## config.mk

```make
export PLATFORM = sky130hd
export DESIGN_NAME = gsd_ctrl
export DESIGN_NICKNAME = d
export VERILOG_FILES = /design/src/rtl/core/gsd_pkg.sv /design/src/rtl/core/gsd_ctrl.sv
export SDC_FILE = /design/constraint.sdc
export NUM_CORES = 1
export LEC_CHECK = 0
export ABC_AREA = 0
export BUFFER_PORTS_ARGS = -buffer_cell sky130_fd_sc_hd__buf_4
export CORE_AREA = 2 2 39 41
export CTS_CLUSTER_DIAMETER = 100
export DETAILED_ROUTE_END_ITERATION = 7
export DIE_AREA = 0 0 41 43
export PLACE_DENSITY_LB_ADDON = 0.12
export RECOVER_POWER = 25
export SLEW_MARGIN = 0
export SYNTH_ARGS = -nofsm -noshare
export SYNTH_HDL_FRONTEND = slang
export SYNTH_SLANG_ARGS = --single-unit
```

## constraint.sdc

```tcl
create_clock -name clk -period 3 [get_ports clk]
set_input_delay 0.45 -clock clk [delete_from_list [all_inputs] [get_ports clk]]
set_output_delay 0.45 -clock clk [all_outputs]
set_load 0.01 [all_outputs]
```

## src/rtl/core/gsd_pkg.sv

```systemverilog
// Package: shared widths, codes and control structs for the grid distance map.
package gsd_pkg;

  localparam int DEF_MAX_COLS = 64;
  localparam int DEF_MAX_ROWS = 64;

  localparam int DIST_W = 13;
  localparam int CFG_W  = 7;
  localparam int CFG_IDX_W = 2;

  localparam logic [DIST_W-1:0] DIST_NONE = 13'h1FFF;
  localparam logic [DIST_W-1:0] DIST_SAT  = 13'd4095;

  localparam logic [1:0] OP_WALL    = 2'd0;
  localparam logic [1:0] OP_COMPUTE = 2'd1;
  localparam logic [1:0] OP_READ    = 2'd2;

  localparam logic [CFG_IDX_W-1:0] REG_GRID_WIDTH  = 2'd0;
  localparam logic [CFG_IDX_W-1:0] REG_GRID_HEIGHT = 2'd1;
  localparam logic [CFG_IDX_W-1:0] REG_GOAL_COL    = 2'd2;
  localparam logic [CFG_IDX_W-1:0] REG_GOAL_ROW    = 2'd3;

  localparam logic [1:0] RD_CELL = 2'd0;
  localparam logic [1:0] RD_U    = 2'd1;
  localparam logic [1:0] RD_NB   = 2'd2;

  typedef struct packed {
    logic       in_latch;
    logic       wall_wr;
    logic [1:0] rd_sel;
    logic       clr_start;
    logic       clr_step;
    logic       goal_init;
    logic       pop;
    logic       u_latch;
    logic       du_latch;
    logic       nb_next;
    logic       nb_visit;
    logic       out_load;
  } gsd_cmd_t;

  typedef struct packed {
    logic [1:0] op;
    logic       clr_last;
    logic       q_empty;
    logic       u_wall;
    logic       nb_legal;
    logic       nb_last;
  } gsd_stat_t;

endpackage

```

## src/rtl/core/gsd_ctrl.sv

```systemverilog
// Controller: sequences writes, reads, the clearing sweep and the search.
module gsd_ctrl (
  input  logic              clk,
  input  logic              rst_n,
  input  logic              in_valid,
  output logic              in_ready,
  output logic              out_valid,
  input  logic              out_ready,
  input  gsd_pkg::gsd_stat_t stat,
  output gsd_pkg::gsd_cmd_t  cmd
);

  localparam logic [3:0] S_IDLE  = 4'd0;
  localparam logic [3:0] S_DISP  = 4'd1;
  localparam logic [3:0] S_RDW   = 4'd2;
  localparam logic [3:0] S_CLR   = 4'd3;
  localparam logic [3:0] S_GOAL  = 4'd4;
  localparam logic [3:0] S_POP   = 4'd5;
  localparam logic [3:0] S_UREAD = 4'd6;
  localparam logic [3:0] S_ULAT  = 4'd7;
  localparam logic [3:0] S_NBRD  = 4'd8;
  localparam logic [3:0] S_NBCHK = 4'd9;

  logic [3:0] state_r, state_nxt;
  logic       out_valid_r, out_valid_nxt;

  assign in_ready  = (state_r == S_IDLE) && !out_valid_r;
  assign out_valid = out_valid_r;

  always_comb begin
    state_nxt = state_r;
    cmd       = '0;
    cmd.rd_sel = gsd_pkg::RD_CELL;
    case (state_r)
      S_IDLE: begin
        if (in_valid && in_ready) begin
          cmd.in_latch = 1'b1;
          state_nxt    = S_DISP;
        end
      end
      S_DISP: begin
        case (stat.op)
          gsd_pkg::OP_WALL: begin
            cmd.wall_wr  = 1'b1;
            cmd.out_load = 1'b1;
            state_nxt    = S_IDLE;
          end
          gsd_pkg::OP_COMPUTE: begin
            cmd.clr_start = 1'b1;
            state_nxt     = S_CLR;
          end
          gsd_pkg::OP_READ: begin
            state_nxt = S_RDW;
          end
          default: begin
            cmd.out_load = 1'b1;
            state_nxt    = S_IDLE;
          end
        endcase
      end
      S_RDW: begin
        cmd.out_load = 1'b1;
        state_nxt    = S_IDLE;
      end
      S_CLR: begin
        cmd.clr_step = 1'b1;
        if (stat.clr_last) state_nxt = S_GOAL;
      end
      S_GOAL: begin
        cmd.goal_init = 1'b1;
        state_nxt     = S_POP;
      end
      S_POP: begin
        if (stat.q_empty) begin
          cmd.out_load = 1'b1;
          state_nxt    = S_IDLE;
        end else begin
          cmd.pop   = 1'b1;
          state_nxt = S_UREAD;
        end
      end
      S_UREAD: begin
        cmd.u_latch = 1'b1;
        cmd.rd_sel  = gsd_pkg::RD_U;
        state_nxt   = S_ULAT;
      end
      S_ULAT: begin
        cmd.du_latch = 1'b1;
        state_nxt    = stat.u_wall ? S_POP : S_NBRD;
      end
      S_NBRD: begin
        cmd.rd_sel = gsd_pkg::RD_NB;
        if (stat.nb_legal) begin
          state_nxt = S_NBCHK;
        end else if (stat.nb_last) begin
          state_nxt = S_POP;
        end else begin
          cmd.nb_next = 1'b1;
        end
      end
      S_NBCHK: begin
        cmd.nb_visit = 1'b1;
        if (stat.nb_last) begin
          state_nxt = S_POP;
        end else begin
          cmd.nb_next = 1'b1;
          state_nxt   = S_NBRD;
        end
      end
      default: state_nxt = S_IDLE;
    endcase
  end

  always_comb begin
    out_valid_nxt = out_valid_r;
    if (out_valid_r && out_ready) out_valid_nxt = 1'b0;
    if (cmd.out_load) out_valid_nxt = 1'b1;
  end

  always_ff @(posedge clk) begin
    if (!rst_n) begin
      state_r     <= S_IDLE;
      out_valid_r <= 1'b0;
    end else begin
      state_r     <= state_nxt;
      out_valid_r <= out_valid_nxt;
    end
  end

endmodule

```

==> flow_summary.toml <==
[route]
wirelength_microns = 1230
drcViolationCount = 0
top_layer_used = "met3"
wl_met2_microns = 589
via_count = 588
ant_nets = 0
route.met3.wl_microns = 59
first_iter_violations = 6
viasPerCell = 5.25
wl_per_cell_microns = 10.9
dr.pass1.iters = 2
m1WireLength_microns = 576

[grt]
grt.overflow.total = 0
grt_pass1_vias = 503
grt_first_pass_wirelength_microns = 2040
globalRouteTotalUtil = 0.166
antenna_found_initial = 0
grt_start_max_net_pins = 19

[power_and_ir_drop]
ir_drop_mv = 0.240
total_power_mw = 0.248
leakage_nw = 0.297
power.density_mw_per_mm2 = 344

[finish]
nets = 110
layout-drive-gt1-share = 0.313
fillerInstances = 149
n_antenna_cell = 0
ff_latch_area_sq_um = 100
layout_common_cells = "24 x buf_4, 8 x nor2_1, 6 x nand2b_1, 6 x a21oi_1"
syn2layout_area_growth_pct = 34.0
final_common_cell = "buf_4"
final_cells = 112
multiInputGateArea_sq_um = 375
fin_area_sq_um = 721

[cts]
holdBufCountCts = 0
root_buffer = "clkbuf_4"
cts_max_path_buffers = 2
clk_pin_slew_ns = 0.04
clkLatencyLatePin_ns = 0.24
clkSinkCount = 5
cts_buffers = 3
postCtsResizedCells = 0
cts_setup_buffers = 0
htreeDepth = 1
cts_tree = "done"

[timing]
setup_viol = 0
fin_setup_tns_ns = 0
slew_headroom = 0.602
fin_crit_ns = 2.12
skew_ns = 0.00196
fmax_mhz = 471
hold_violations = 0
rsz0062_at_grt = "no"
maxSlewViolCount = 0
worst_slew_pin_slew_ns = 0.596
finalCritPeriodShare = 0.708

[critical_path]
crit_type = "reg2out"
cp-end-kind = "output pin"
crit_path_max_fanout = 18
cp-start-kind = "flip-flop"
cp.required_ns = 2.55
arrival_ns = 1.67
worst_r2r_startpoint = "state_r[1]"
worstReg2RegEnd = "state_r[0]"
rr_worst_depth = 4
ff2ff_setup_slack_ns = 1.46

[synthesis]
ys_warn_count = 0
syn_area_sq_um = 538
avgSynthCellArea_sq_um = 7.37
synth_fp_nets = 86
synth_top_flop_cell = "dfxtp_1"
yosysSeqAreaShare = 0.186
synthArstFlopShare = 0
synth_edf_count = 0
synthDistinctLibCells = 33
synth_cells = 73
ys_ff_latch = 5

[outcome]
outcome = "complete, no violations"

[place]
dp_cells = 108
portBuffers = 25
dp_hpwl_microns = 940
place_congestion = 0.744
placed_cell_area_sq_um = 704

[min_path]
hp-class = "in2reg"
min_from = "rst_n"
whs_endpoint = "state_r[3]"
hold_path_depth = 2

[floorplan]
fp.dieArea_sq_mm = 0.00176
num_rows = 14
coreArea_sq_mm = 0.00138
die_height_microns = 43
die_width_microns = 41
initial_core_util = 0.389
ios = 26

[job]
maxCapViolCount = 0
-- critical path, cell delays in order, from the launching register on --
cell and delay, ns:
dfxtp_1 0.69, nand2b_1 0.21, o32a_1 0.21, a21oi_1 0.17, buf_4 0.15
-- synth_stat cells, types with 2 or more instances --
library cell / number / area (sq um)
buf_2: 3 / 15.0
nor3b_1: 2 / 15.0
buf_4: 2 / 15.0
a21oi_1: 5 / 25.0
ha_1: 2 / 25.0
o22ai_1: 2 / 12.5
nor3_1: 5 / 25.0
nor2b_1: 4 / 25.0
nand2_1: 2 / 7.51
nor2_1: 8 / 30.0
nand2b_1: 6 / 37.5
inv_1: 4 / 15.0
dfxtp_1: 5 / 100
o21a_1: 4 / 30.0
-- layer usage --
layer | up-vias | track usage
met5 | - | 0
met3 | 0 | 0.0471
met4 | 0 | 0.0600
met1 | 266 | 0.233
met2 | 15 | 0.234
li1 | 307 | -
-- area by class of cell --
type / instances / area share
clock buffer: 4 / 0.0365
inverter: 4 / 0.0208
multi-input combinational: 58 / 0.521
sequential: 5 / 0.139
tap: 16 / 0.0278
timing repair buffer: 25 / 0.255
-- cells by family after synthesis --
group,Yosys count,share of synthesized area
compound gates,19,0.256
fa+ha+maj,2,0.0465
buf+inv,10,0.105
flops,5,0.186
simple gates,37,0.407
-- through the flow --
stage          hold slack [ns]   util  setup WS (ns)
6_report                 0.463  0.521          0.876
3_5_place_dp             0.664  0.509           1.06
3_3_place_gp             0.645  0.509           1.07
4_1_cts                  0.456  0.528          0.887
2_1_floorplan            0.568      -           1.20
5_1_grt                  0.469  0.521          0.696
-- registers in the layout (all words and copies together) (netlist names) --
signal and cells:
out_valid 1, state_r 4
-- power breakdown --
group          total, mW  switching (mW)  internal, mW
clock network     0.0759          0.0258        0.0502
registers         0.0877          0.0159        0.0718
logic             0.0840          0.0371        0.0469
total              0.248          0.0787         0.169
-- how the worst max path moves through the flow --
| stage | from | to | slack, ns | depth (start not counted) |
|---|---|---|---|---|
| 2_1_floorplan | stat[5] | cmd[0] | 1.20 | 5 |
| 3_3_place_gp | stat[5] | cmd[0] | 1.07 | 6 |
| 3_5_place_dp | stat[5] | cmd[0] | 1.06 | 6 |
| 4_1_cts | state_r[1] | cmd[0] | 0.89 | 4 |
| 5_1_grt | state_r[0] | cmd[11] | 0.70 | 4 |
| 6_report | state_r[1] | cmd[0] | 0.88 | 4 |
Note: power is estimated with default switching activity, not from simulation.
